**config.mk**
```make
export PLATFORM = sky130hd
export DESIGN_NAME = collinear_segment_best_overlap
export DESIGN_NICKNAME = d
export VERILOG_FILES = /design/src/hdl/csbo_pkg.sv /design/src/hdl/collinear_segment_best_overlap.sv
export SDC_FILE = /design/constraint.sdc
export NUM_CORES = 2
export LEC_CHECK = 0
export BUFFER_PORTS_ARGS = -buffer_cell sky130_fd_sc_hd__buf_2
export CAP_MARGIN = 10
export CORE_AREA = 2 2 409 512
export CTS_CLUSTER_DIAMETER = 80
export CTS_CLUSTER_SIZE = 24
export DETAILED_ROUTE_END_ITERATION = 7
export DIE_AREA = 0 0 411 514
export PLACE_DENSITY = 0.6
export SLEW_MARGIN = 20
export SYNTH_ARGS = -nofsm -noshare
export SYNTH_HDL_FRONTEND = slang
export SYNTH_SLANG_ARGS = --single-unit
```
**constraint.sdc**
```tcl
create_clock -name clock -period 18.3 [get_ports clock]
set_clock_uncertainty 0.05 [all_clocks]
set_input_delay 3.66 -clock clock [delete_from_list [all_inputs] [get_ports clock]]
set_output_delay 3.66 -clock clock [all_outputs]
set_load 0.03 [all_outputs]
```
**src/hdl/csbo_pkg.sv**
```systemverilog
// Package for the collinear segment best overlap block.
// Holds widths, register indexes, the sequencer states and the payload structs.
// No dependencies.
package csbo_pkg;

   localparam int COORD_WIDTH     = 24;
   localparam int INDEX_WIDTH     = 16;
   localparam int CFG_WIDTH       = 16;
   localparam int OVERLAP_WIDTH   = 25;
   localparam int CSR_INDEX_WIDTH = 2;

   // Derived widths of the datapath.
   localparam int DIFF_WIDTH = COORD_WIDTH + 1;
   localparam int LEN_WIDTH  = COORD_WIDTH + 1;
   localparam int MUL_WIDTH  = (COORD_WIDTH + 2 > CFG_WIDTH + 1) ? COORD_WIDTH + 2
                                                                 : CFG_WIDTH + 1;
   localparam int PROD_WIDTH = 2 * MUL_WIDTH;
   localparam int RAD_WIDTH  = 2 * LEN_WIDTH;
   localparam int REM_WIDTH  = LEN_WIDTH + 3;
   localparam int CNT_WIDTH  = $clog2(LEN_WIDTH);
   localparam int SAT_WIDTH  = (LEN_WIDTH > OVERLAP_WIDTH) ? LEN_WIDTH : OVERLAP_WIDTH;

   localparam logic [CFG_WIDTH-1:0]     CFG_RESET   = CFG_WIDTH'(128);
   localparam logic [OVERLAP_WIDTH-1:0] OVERLAP_MAX = '1;

   localparam logic [CSR_INDEX_WIDTH-1:0] CSR_TOLERANCE   = CSR_INDEX_WIDTH'(0);
   localparam logic [CSR_INDEX_WIDTH-1:0] CSR_MIN_OVERLAP = CSR_INDEX_WIDTH'(1);

   localparam logic CMD_QUERY = 1'b0;
   localparam logic CMD_LINE  = 1'b1;

   typedef enum logic [3:0] {
      S_IDLE,
      S_DXX,
      S_DYY,
      S_SUM,
      S_SQRT,
      S_LIM,
      S_LL,
      S_LLS,
      S_CR1,
      S_CR2,
      S_DT1,
      S_DT2,
      S_DT3,
      S_PROJ,
      S_DIV,
      S_UPD
   } state_type;

   typedef struct packed {
      logic                          command;
      logic signed [COORD_WIDTH-1:0] point_a_x;
      logic signed [COORD_WIDTH-1:0] point_a_y;
      logic signed [COORD_WIDTH-1:0] point_b_x;
      logic signed [COORD_WIDTH-1:0] point_b_y;
      logic [INDEX_WIDTH-1:0]        line_index;
      logic                          last_item;
   } req_type;

   typedef struct packed {
      logic                     found;
      logic [INDEX_WIDTH-1:0]   best_index;
      logic [OVERLAP_WIDTH-1:0] best_overlap;
   } rsp_type;

endpackage

```
**src/hdl/collinear_segment_best_overlap.sv**
```systemverilog
// Items are taken one at a time. The work on a candidate is set by the bit-serial square root
// and the two bit-serial divisions on the shared remainder unit.
// A projection clamped to 0 or to the length skips its division, and a dropped candidate
// stops early. A result waiting for its register holds the block in its final step.
// Synchronous active-high reset: tolerance and minimum overlap go to 128, the stored
// query and the running best go to zero.
module collinear_segment_best_overlap
   import csbo_pkg::*;
(
   input  logic                       clock,
   input  logic                       reset,
   input  logic                       req_valid,
   output logic                       req_stall,
   input  req_type                    req_data,
   output logic                       rsp_valid,
   input  logic                       rsp_stall,
   output rsp_type                    rsp_data,
   input  logic                       csr_valid,
   output logic                       csr_ready,
   input  logic [CSR_INDEX_WIDTH-1:0] csr_index,
   input  logic [CFG_WIDTH-1:0]       csr_data
);

   state_type state_ff, state_in;
   logic [CFG_WIDTH-1:0] tol_ff, tol_in, min_ff, min_in;
   logic signed [COORD_WIDTH-1:0] qfx_ff, qfx_in, qfy_ff, qfy_in;
   logic signed [COORD_WIDTH-1:0] qtx_ff, qtx_in, qty_ff, qty_in;
   logic signed [COORD_WIDTH-1:0] ax_ff, ax_in, ay_ff, ay_in;
   logic signed [DIFF_WIDTH-1:0]  dx_ff, dx_in, dy_ff, dy_in;
   logic [INDEX_WIDTH-1:0] idx_ff, idx_in;
   logic last_ff, last_in;
   logic [LEN_WIDTH-1:0] len_ff, len_in, t0_ff, t0_in, t1_ff, t1_in, root_ff, root_in;
   logic signed [PROD_WIDTH-1:0] prod_ff, prod_in, acc_ff, acc_in, lim_ff, lim_in;
   logic signed [PROD_WIDTH-1:0] ll_ff, ll_in;
   logic [RAD_WIDTH-1:0] rad_ff, rad_in;
   logic [REM_WIDTH-1:0] rem_ff, rem_in;
   logic [CNT_WIDTH-1:0] cnt_ff, cnt_in;
   logic pt_ff, pt_in;
   logic [INDEX_WIDTH-1:0] best_idx_ff, best_idx_in;
   logic [OVERLAP_WIDTH-1:0] best_ov_ff, best_ov_in;
   logic rsp_valid_ff, rsp_valid_in;
   rsp_type rsp_data_ff, rsp_data_in;

   logic signed [COORD_WIDTH-1:0] px, py;
   logic signed [DIFF_WIDTH-1:0]  qx, qy;
   logic signed [MUL_WIDTH-1:0]   mul_a, mul_b;
   logic signed [PROD_WIDTH-1:0]  acc_abs, sum_s;
   logic [REM_WIDTH-1:0]          rem_sh, trial;
   logic [LEN_WIDTH:0]            div_r;
   logic [LEN_WIDTH-1:0]          t_val, diff_t;
   logic                          t_ready, finish, last_step;
   logic [SAT_WIDTH-1:0]          ov_ext;
   logic [OVERLAP_WIDTH-1:0]      ov_sat;

   function automatic logic found_next(input logic [OVERLAP_WIDTH-1:0] ov,
                                       input logic [CFG_WIDTH-1:0] lo);
      return (ov != '0) && (ov >= OVERLAP_WIDTH'(lo));
   endfunction

   assign req_stall = (state_ff != S_IDLE);
   assign csr_ready = 1'b1;
   assign rsp_valid = rsp_valid_ff;
   assign rsp_data  = rsp_data_ff;

   // Query point relative to the candidate start.
   assign px = pt_ff ? qtx_ff : qfx_ff;
   assign py = pt_ff ? qty_ff : qfy_ff;
   assign qx = DIFF_WIDTH'(px) - DIFF_WIDTH'(ax_ff);
   assign qy = DIFF_WIDTH'(py) - DIFF_WIDTH'(ay_ff);

   // Operand selection for the shared multiplier.
   always_comb begin
      mul_a = '0;
      mul_b = '0;
      case (state_ff)
         S_DXX: begin
            mul_a = MUL_WIDTH'(dx_ff);
            mul_b = MUL_WIDTH'(dx_ff);
         end
         S_DYY: begin
            mul_a = MUL_WIDTH'(dy_ff);
            mul_b = MUL_WIDTH'(dy_ff);
         end
         S_LIM: begin
            mul_a = MUL_WIDTH'($signed({1'b0, tol_ff}));
            mul_b = MUL_WIDTH'($signed({1'b0, len_ff}));
         end
         S_LL: begin
            mul_a = MUL_WIDTH'($signed({1'b0, len_ff}));
            mul_b = MUL_WIDTH'($signed({1'b0, len_ff}));
         end
         S_CR1: begin
            mul_a = MUL_WIDTH'(dx_ff);
            mul_b = MUL_WIDTH'(qy);
         end
         S_CR2: begin
            mul_a = MUL_WIDTH'(dy_ff);
            mul_b = MUL_WIDTH'(qx);
         end
         S_DT1: begin
            mul_a = MUL_WIDTH'(dx_ff);
            mul_b = MUL_WIDTH'(qx);
         end
         S_DT2: begin
            mul_a = MUL_WIDTH'(dy_ff);
            mul_b = MUL_WIDTH'(qy);
         end
         default: begin
            mul_a = '0;
            mul_b = '0;
         end
      endcase
   end

   assign acc_abs   = acc_ff[PROD_WIDTH-1] ? -acc_ff : acc_ff;
   assign sum_s     = acc_ff + prod_ff;
   assign last_step = (cnt_ff == CNT_WIDTH'(LEN_WIDTH - 1));

   // Shared remainder unit: one square-root digit or one quotient bit a cycle.
   assign rem_sh = {rem_ff[REM_WIDTH-3:0], rad_ff[RAD_WIDTH-1 -: 2]};
   assign trial  = REM_WIDTH'({root_ff, 2'b01});
   assign div_r  = {rem_ff[LEN_WIDTH-1:0], rad_ff[RAD_WIDTH-1]};

   assign diff_t = (t0_ff > t1_ff) ? t0_ff - t1_ff : t1_ff - t0_ff;
   assign ov_ext = SAT_WIDTH'(diff_t);
   assign ov_sat = (ov_ext > SAT_WIDTH'(OVERLAP_MAX)) ? OVERLAP_MAX
                                                      : OVERLAP_WIDTH'(ov_ext);

   always_comb begin
      state_in     = state_ff;
      tol_in       = tol_ff;
      min_in       = min_ff;
      qfx_in       = qfx_ff;
      qfy_in       = qfy_ff;
      qtx_in       = qtx_ff;
      qty_in       = qty_ff;
      ax_in        = ax_ff;
      ay_in        = ay_ff;
      dx_in        = dx_ff;
      dy_in        = dy_ff;
      idx_in       = idx_ff;
      last_in      = last_ff;
      len_in       = len_ff;
      t0_in        = t0_ff;
      t1_in        = t1_ff;
      root_in      = root_ff;
      prod_in      = mul_a * mul_b;
      acc_in       = acc_ff;
      lim_in       = lim_ff;
      ll_in        = ll_ff;
      rad_in       = rad_ff;
      rem_in       = rem_ff;
      cnt_in       = cnt_ff;
      pt_in        = pt_ff;
      best_idx_in  = best_idx_ff;
      best_ov_in   = best_ov_ff;
      rsp_valid_in = rsp_valid_ff && rsp_stall;
      rsp_data_in  = rsp_data_ff;
      t_val        = '0;
      t_ready      = 1'b0;
      finish       = 1'b0;

      if (csr_valid && csr_ready) begin
         case (csr_index)
            CSR_TOLERANCE:   tol_in = csr_data;
            CSR_MIN_OVERLAP: min_in = csr_data;
            default: ;
         endcase
      end

      case (state_ff)
         S_IDLE: begin
            if (req_valid && !req_stall) begin
               last_in = req_data.last_item;
               if (req_data.command == CMD_QUERY) begin
                  qfx_in     = req_data.point_a_x;
                  qfy_in     = req_data.point_a_y;
                  qtx_in     = req_data.point_b_x;
                  qty_in     = req_data.point_b_y;
                  best_idx_in = '0;
                  best_ov_in  = '0;
                  if (req_data.last_item) begin
                     state_in = S_UPD;
                     pt_in    = 1'b0;
                  end
               end else begin
                  ax_in  = req_data.point_a_x;
                  ay_in  = req_data.point_a_y;
                  dx_in  = DIFF_WIDTH'(req_data.point_b_x) - DIFF_WIDTH'(req_data.point_a_x);
                  dy_in  = DIFF_WIDTH'(req_data.point_b_y) - DIFF_WIDTH'(req_data.point_a_y);
                  idx_in = req_data.line_index;
                  pt_in  = 1'b0;
                  if (req_data.point_a_x == req_data.point_b_x &&
                      req_data.point_a_y == req_data.point_b_y) begin
                     // Zero-length line: nothing to match, only the end of the list matters.
                     if (req_data.last_item) begin
                        state_in = S_UPD;
                     end
                     t0_in = '0;
                     t1_in = '0;
                  end else begin
                     state_in = S_DXX;
                  end
               end
            end
         end
         S_DXX: state_in = S_DYY;
         S_DYY: begin
            acc_in   = prod_ff;
            state_in = S_SUM;
         end
         S_SUM: begin
            rad_in   = RAD_WIDTH'(sum_s);
            rem_in   = '0;
            root_in  = '0;
            cnt_in   = '0;
            state_in = S_SQRT;
         end
         S_SQRT: begin
            rad_in = rad_ff << 2;
            cnt_in = cnt_ff + CNT_WIDTH'(1);
            if (rem_sh >= trial) begin
               rem_in  = rem_sh - trial;
               root_in = {root_ff[LEN_WIDTH-2:0], 1'b1};
            end else begin
               rem_in  = rem_sh;
               root_in = {root_ff[LEN_WIDTH-2:0], 1'b0};
            end
            if (last_step) begin
               len_in   = root_in;
               state_in = S_LIM;
            end
         end
         S_LIM: state_in = S_LL;
         S_LL: begin
            lim_in   = prod_ff;
            state_in = S_LLS;
         end
         S_LLS: begin
            ll_in    = prod_ff;
            state_in = S_CR1;
         end
         S_CR1: state_in = S_CR2;
         S_CR2: begin
            acc_in   = prod_ff;
            state_in = S_DT1;
         end
         S_DT1: begin
            acc_in   = acc_ff - prod_ff;
            state_in = S_DT2;
         end
         S_DT2: begin
            if (acc_abs > lim_ff) begin
               // Query endpoint too far from the line: the candidate is dropped.
               finish = 1'b1;
            end else begin
               acc_in   = prod_ff;
               state_in = S_DT3;
            end
         end
         S_DT3: begin
            acc_in   = sum_s;
            state_in = S_PROJ;
         end
         S_PROJ: begin
            if (acc_ff[PROD_WIDTH-1]) begin
               t_val   = '0;
               t_ready = 1'b1;
            end else if (acc_ff >= ll_ff) begin
               t_val   = len_ff;
               t_ready = 1'b1;
            end else begin
               // The quotient is below len, so the upper half already sits below it.
               rem_in   = REM_WIDTH'(acc_ff[RAD_WIDTH-1:LEN_WIDTH]);
               rad_in   = {acc_ff[LEN_WIDTH-1:0], LEN_WIDTH'(0)};
               root_in  = '0;
               cnt_in   = '0;
               state_in = S_DIV;
            end
         end
         S_DIV: begin
            rad_in = rad_ff << 1;
            cnt_in = cnt_ff + CNT_WIDTH'(1);
            if (div_r >= {1'b0, len_ff}) begin
               rem_in  = REM_WIDTH'(div_r - {1'b0, len_ff});
               root_in = {root_ff[LEN_WIDTH-2:0], 1'b1};
            end else begin
               rem_in  = REM_WIDTH'(div_r);
               root_in = {root_ff[LEN_WIDTH-2:0], 1'b0};
            end
            if (last_step) begin
               t_val   = root_in;
               t_ready = 1'b1;
            end
         end
         S_UPD: begin
            // Reached after both projections, or directly at the end of a list.
            if (pt_ff && ov_sat > best_ov_ff) begin
               best_ov_in  = ov_sat;
               best_idx_in = idx_ff;
            end
            pt_in  = 1'b0;
            finish = 1'b1;
         end
         default: state_in = S_IDLE;
      endcase

      if (t_ready) begin
         if (!pt_ff) begin
            t0_in    = t_val;
            pt_in    = 1'b1;
            state_in = S_CR1;
         end else begin
            t1_in    = t_val;
            state_in = S_UPD;
         end
      end

      if (finish) begin
         if (!last_ff) begin
            state_in = S_IDLE;
         end else if (!rsp_valid_ff || !rsp_stall) begin
            // The running best including this candidate, then cleared for the next list.
            rsp_valid_in             = 1'b1;
            rsp_data_in.found        = found_next(best_ov_in, min_ff);
            rsp_data_in.best_index   = found_next(best_ov_in, min_ff) ? best_idx_in : '0;
            rsp_data_in.best_overlap = found_next(best_ov_in, min_ff) ? best_ov_in : '0;
            best_idx_in              = '0;
            best_ov_in               = '0;
            state_in                 = S_IDLE;
         end else begin
            // Result register busy: hold here with the candidate already folded in.
            pt_in    = 1'b0;
            state_in = S_UPD;
         end
      end
   end

   always_ff @(posedge clock) begin
      if (reset) begin
         state_ff     <= S_IDLE;
         tol_ff       <= CFG_RESET;
         min_ff       <= CFG_RESET;
         qfx_ff       <= '0;
         qfy_ff       <= '0;
         qtx_ff       <= '0;
         qty_ff       <= '0;
         best_idx_ff  <= '0;
         best_ov_ff   <= '0;
         rsp_valid_ff <= 1'b0;
         last_ff      <= 1'b0;
         pt_ff        <= 1'b0;
         cnt_ff       <= '0;
      end else begin
         state_ff     <= state_in;
         tol_ff       <= tol_in;
         min_ff       <= min_in;
         qfx_ff       <= qfx_in;
         qfy_ff       <= qfy_in;
         qtx_ff       <= qtx_in;
         qty_ff       <= qty_in;
         best_idx_ff  <= best_idx_in;
         best_ov_ff   <= best_ov_in;
         rsp_valid_ff <= rsp_valid_in;
         last_ff      <= last_in;
         pt_ff        <= pt_in;
         cnt_ff       <= cnt_in;
      end
   end

   always_ff @(posedge clock) begin
      ax_ff       <= ax_in;
      ay_ff       <= ay_in;
      dx_ff       <= dx_in;
      dy_ff       <= dy_in;
      idx_ff      <= idx_in;
      len_ff      <= len_in;
      t0_ff       <= t0_in;
      t1_ff       <= t1_in;
      root_ff     <= root_in;
      prod_ff     <= prod_in;
      acc_ff      <= acc_in;
      lim_ff      <= lim_in;
      ll_ff       <= ll_in;
      rad_ff      <= rad_in;
      rem_ff      <= rem_in;
      rsp_data_ff <= rsp_data_in;
   end

endmodule
```
; ---- Word-level counts from Yosys, hierarchy flattened
; Cells that the tools add are included.
[word_totals]
regBits = 721
out_inout_bits = 45
[op_classes]
n_eq_ne = 27
mux = 87
addsub = 12
mul = 1
n_reduce_logical = 35
n_lt_le_gt_ge = 8
bitwise = 1
[ops]
columns = cell, count
row1 = $mux 25, 25
row2 = $pmux 26 s4, 2
row3 = $pmux 52 s4, 1
row4 = $pmux 50 s4, 1
row5 = $pmux 26 s5, 1
row6 = $mux 26, 4
row7 = $mux 52, 2
row8 = $mux 50, 2
row9 = $pmux 25 s2, 2
row10 = $pmux 25 s4, 1
row11 = $sub 24x24->25, 4
row12 = $mux 16, 6
row13 = $pmux 4 s14, 1
row14 = $add 52x52->52, 1
row15 = $ge 52x52->1, 1
row16 = $gt 52x52->1, 1
row17 = $mul 26x26->52, 1
row18 = $neg 52->52, 1
row19 = $sub 52x52->52, 1
row20 = $gt 25x25->1, 2
row21 = $sub 25x25->25, 2
row22 = $eq 24x24->1, 2
row23 = $mux 24, 2
row24 = $mux 4, 12
row25 = 36 further kinds, 93

; ---- Depth between registers and ports, before layout
[depth]
ltp_word = 11
depth_mapped = 47
depth_no_buf = 43

; ---- Least setup slack after synthesis
; OpenSTA, ideal clock, no wires.
[synth_timing]
path_kind = reg2reg
startpoint = register pt_ff
endpoint = register prod_ff[47]
path_slack_ns = 7.674
n_path_buf = 4
path_stages_with_launch = 44
synth_period_minus_slack_ns = 10.626
arrival_time_ns = 10.504
setup_time_ns = 0.072
path_cell_list = dfxtp_1 -> clkbuf_1 -> clkbuf_1 -> buf_1 -> mux2i_1 -> ha_1 -> fa_1 -> nor2b_1 -> o21ai_0 -> a21oi_1 -> o21ai_0 -> a21boi_0 -> o2111a_1 -> nor4b_1 -> o31a_1 -> o21ai_0 -> or4b_2 -> o21ai_0 -> [8 not listed] -> fa_1 -> fa_1 -> inv_1 -> fa_1 -> inv_1 -> ha_1 -> a21o_1 -> a21oi_1 -> o21ai_0 -> a21oi_1 -> o21ai_0 -> o31ai_1 -> o21ai_0 -> a31oi_1 -> o21ai_0 -> a21o_1 -> a21oi_1 -> xnor2_1
[synth_between]
elab_chain_len = 4
elab_cells_between_ends = 6
[synth_lines]
columns = element, line
row1 = start: declaration, collinear_segment_best_overlap.sv:38  ; logic pt_ff, pt_in;
row2 = start signal: assignment, collinear_segment_best_overlap.sv:366  ; pt_ff <= pt_in;
row3 = "$mux 24, on equally long branches", "collinear_segment_best_overlap.sv:67, collinear_segment_best_overlap.sv:66"
row4 = "$sub 24x24->25, on equally long branches", "collinear_segment_best_overlap.sv:69, collinear_segment_best_overlap.sv:68"
row5 = $pmux 26 s5 (*), collinear_segment_best_overlap.sv:75  ; case (state_ff)
row6 = $mul 26x26->52 (*), collinear_segment_best_overlap.sv:147  ; prod_in = mul_a * mul_b;
row7 = net prod_in[47], collinear_segment_best_overlap.sv:33  ; logic signed [PROD_WIDTH-1:0] prod_ff, prod_in, acc_ff, acc_in, lim_ff, lim_in;
row8 = end signal: assignment, collinear_segment_best_overlap.sv:381  ; prod_ff <= prod_in;
row9 = end: declaration, collinear_segment_best_overlap.sv:33
; Mark *: on every way through the listed nets, which the timed path passes. The rest lies on a longest branch.
; A chain may end at the register's enable or synchronous reset.

; ---- Worst setup path in the final report
; Same ends and word-level chain as after synthesis.

==> results.ini <==
[run_status]
status = complete, but fails checks
violations = design-rule violations

[detailed_routing]
drtPass1Iterations = 8
vias = 59200
wl_per_cell_um = 22.5
antenna_left = 0
drtIter0Drc = 4889
drc_errors = 9
totalWireLength_mm = 242
viasPerCell = 5.51

[final_layout]
instances_no_fill = 10800
area_growth_pct = 8.31
drive_gt1_frac = 0.0661
nets = 9414

[placement]
post-dp-hpwl_mm = 189
io_buffers = 180
place.gp.congestion = 0.962
place_inst = 10700

[cts]
cts_setup_buffers = 0
cts_tree = yes
h-tree-depth = 2
clkTransAtPathRegs_ps = 90
cts_sinks = 721
clockBufferDepth = 3
cts_hold_buf = 0
clockRootBuffer = clkbuf_16
ctsResizeCount = 0
cts_buffers = 52
worstSkewPairLatency_ps = 700

[setup_path]
cp.required_ps = 18850
crit_arrival_ps = 13300
setup.worst_path.class = register to register
critPathMaxStageDelay_ps = 720
startpoint_type = register
path_max_fanout = 31
worst_path_max_delay_cell = o31ai_1
endpoint_kind = register
crit_top_cell = o21ai_0

[floorplan]
boundaryPins = 182
core_mm2 = 0.207
die_h_um = 514
rows = 187
die_area_mm2 = 0.211
die_x_um = 411
start_util = 0.347

[global_routing]
first_global_vias = 60400
grt_pass1_wl_mm = 366
grt.total_usage = 0.225
antenna_found_initial = 22
gr-total-overflow = 0
grt_max_degree = 75

[synth]
postSynthAreaPerCell_um2 = 9.00
synth_cell_type_count = 90
syn_nets = 9427
yosys_warnings = 0
seq_area_frac_synth = 0.262
syn_inst = 7978
synth_area_mm2 = 0.0718
async_flop_share = 0
ys_ff_latch = 721
synth_edf_count = 438
ys.flop_type = edfxtp_1

[job]
maxCapViolCount = 0

[worst_hold_path]
hp-class = register to register

[timing]
setup_viol_count_final = 0
slew_violations = 0
setup_tns_ps = 0
rsz0062_at_grt = false
holdWs_ps = 407
fin_crit_ps = 12750
fmax_mhz = 78.4
worst-slew-pin-transition_ps = 1120
slew_headroom = 0.253
hold_viol_final = 0
fin_crit_sh = 0.697

==> cells by family after synthesis <==
logic type,after synthesis,share of synthesized area
buffers and inverters,1592,0.0833
XOR/XNOR,293,0.0357
flip-flops,721,0.262
multiplexers,101,0.0150
other,1,0.0000522
AND/OR/NAND/NOR,2202,0.137
AO/OA/AOI/OAI,1756,0.163
adder cells (fa/ha/maj),1312,0.304
==> stage by stage <==
step	utilization	setup slack (ps)	area [µm²]
global route	0.376	5120	77700
CTS	0.376	5700	77700
finish	0.376	5550	77800
floorplan	-	7670	71800
global placement	0.367	5740	75900
detailed placement	0.367	5740	75900
==> cells in the mapped netlist, drive strengths merged, types with 23 or more instances <==
master,number,area (µm²)
a222oi,48,480
xor2,73,639
and3,53,332
a221oi,34,298
mux2,52,586
o211ai,29,218
a21o,184,1380
a211oi,57,428
inv,1228,4610
o31ai,37,302
nand4,67,419
a21boi,25,188
edfxtp,438,13200
or2,23,144
nand2,1027,3850
o21bai,64,480
xnor2,220,1930
and2,73,457
mux2i,49,490
or3,33,234
o221ai,33,289
o21a,59,443
nor3,87,435
nor2,506,1900
nand2b,62,388
nor2b,62,388
a21oi,511,2560
a22oi,85,638
a221o,56,561
a31oi,42,263
dfxtp,283,5670
buf,28,111
clkbuf,332,1250
a22o,38,333
nand3,124,621
o21ai,313,1570
fa,719,14400
ha,593,7420
==> layout by cell type, fill, tap and decap left out, types with 22 or more instances in the layout <==
cell type	instances
xor2_1	73
nand2_1	1024
o221ai_1	29
inv_1	1228
a31oi_1	41
a22o_1	38
buf_4	114
nor2b_1	62
a222oi_1	48
o21bai_1	64
nand3_1	121
o21ai_0	312
ha_1	593
a21boi_0	24
nand4_1	67
and3_1	53
or2_2	22
fa_1	719
a21o_1	184
a21oi_1	508
o21a_1	59
o31ai_1	34
clkbuf_16	52
mux2i_1	49
buf_2	179
a22oi_1	85
o211ai_1	29
and2_1	72
a221oi_1	32
a221o_1	55
or3_1	26
xnor2_1	220
mux2_2	52
nor2_1	495
edfxtp_1	438
a211oi_1	55
dfxtp_1	282
nor3_1	81
nand2b_1	62
==> registers in the layout, indices dropped and copies added, names as in the netlist, 25 cells and up <==
signal,flops
dy_ff,25
lim_ff,52
acc_ff,52
rsp_data,42
t1_ff,25
root_ff,25
len_ff,25
t0_ff,25
dx_ff,25
rem_ff,26
best_ov_ff,25
ll_ff,52
rad_ff,50
prod_ff,52
==> worst paths after layout <==
| kind | startpoint | endpoint | slack, ps | cells after the start |
|---|---|---|---|---|
| min reg2reg | qtx_ff[18] | qtx_ff[18] | 410 | 2 |
| min | qtx_ff[18] | qtx_ff[18] | 410 | 2 |
| max reg2reg | pt_ff | prod_ff[47] | 5550 | 40 |
| max | pt_ff | prod_ff[47] | 5550 | 40 |
==> worst max-delay path: cells and delay by family, from the launching register on <==
kind	cells	cell delay, ps
AO/OA/AOI/OAI	20	4770
adder cells (fa/ha/maj)	9	4130
AND/OR/NAND/NOR	4	1450
buffers and inverters	5	1020
flip-flops	1	700
multiplexers	1	400
XOR/XNOR	1	130
==> metal layers <==
layer / routed length (µm) / global-route usage / up-vias
li1: - / - / 26900
met1: 95800 / 0.279 / 29700
met4: 12700 / 0.106 / 16
met5: 117 / 0 / -
met3: 17600 / 0.0361 / 501
met2: 115000 / 0.382 / 2194
==> cell type report <==
| class | count | area, µm² |
|---|---|---|
| flip-flops and latches | 721 | 18800 |
| diodes | 5 | 12.5 |
| clock buffers | 61 | 1360 |
| repair buffers | 293 | 1750 |
| fillers | 20900 | 129000 |
| well taps | 2740 | 3430 |
| multi-input cells | 5665 | 47300 |
| inverters | 1232 | 4620 |
| clock inverters | 36 | 500 |
Power is left out: the tool's default activity adds up to more than one toggle a clock period on the data nets, which glitch-free logic cannot reach.
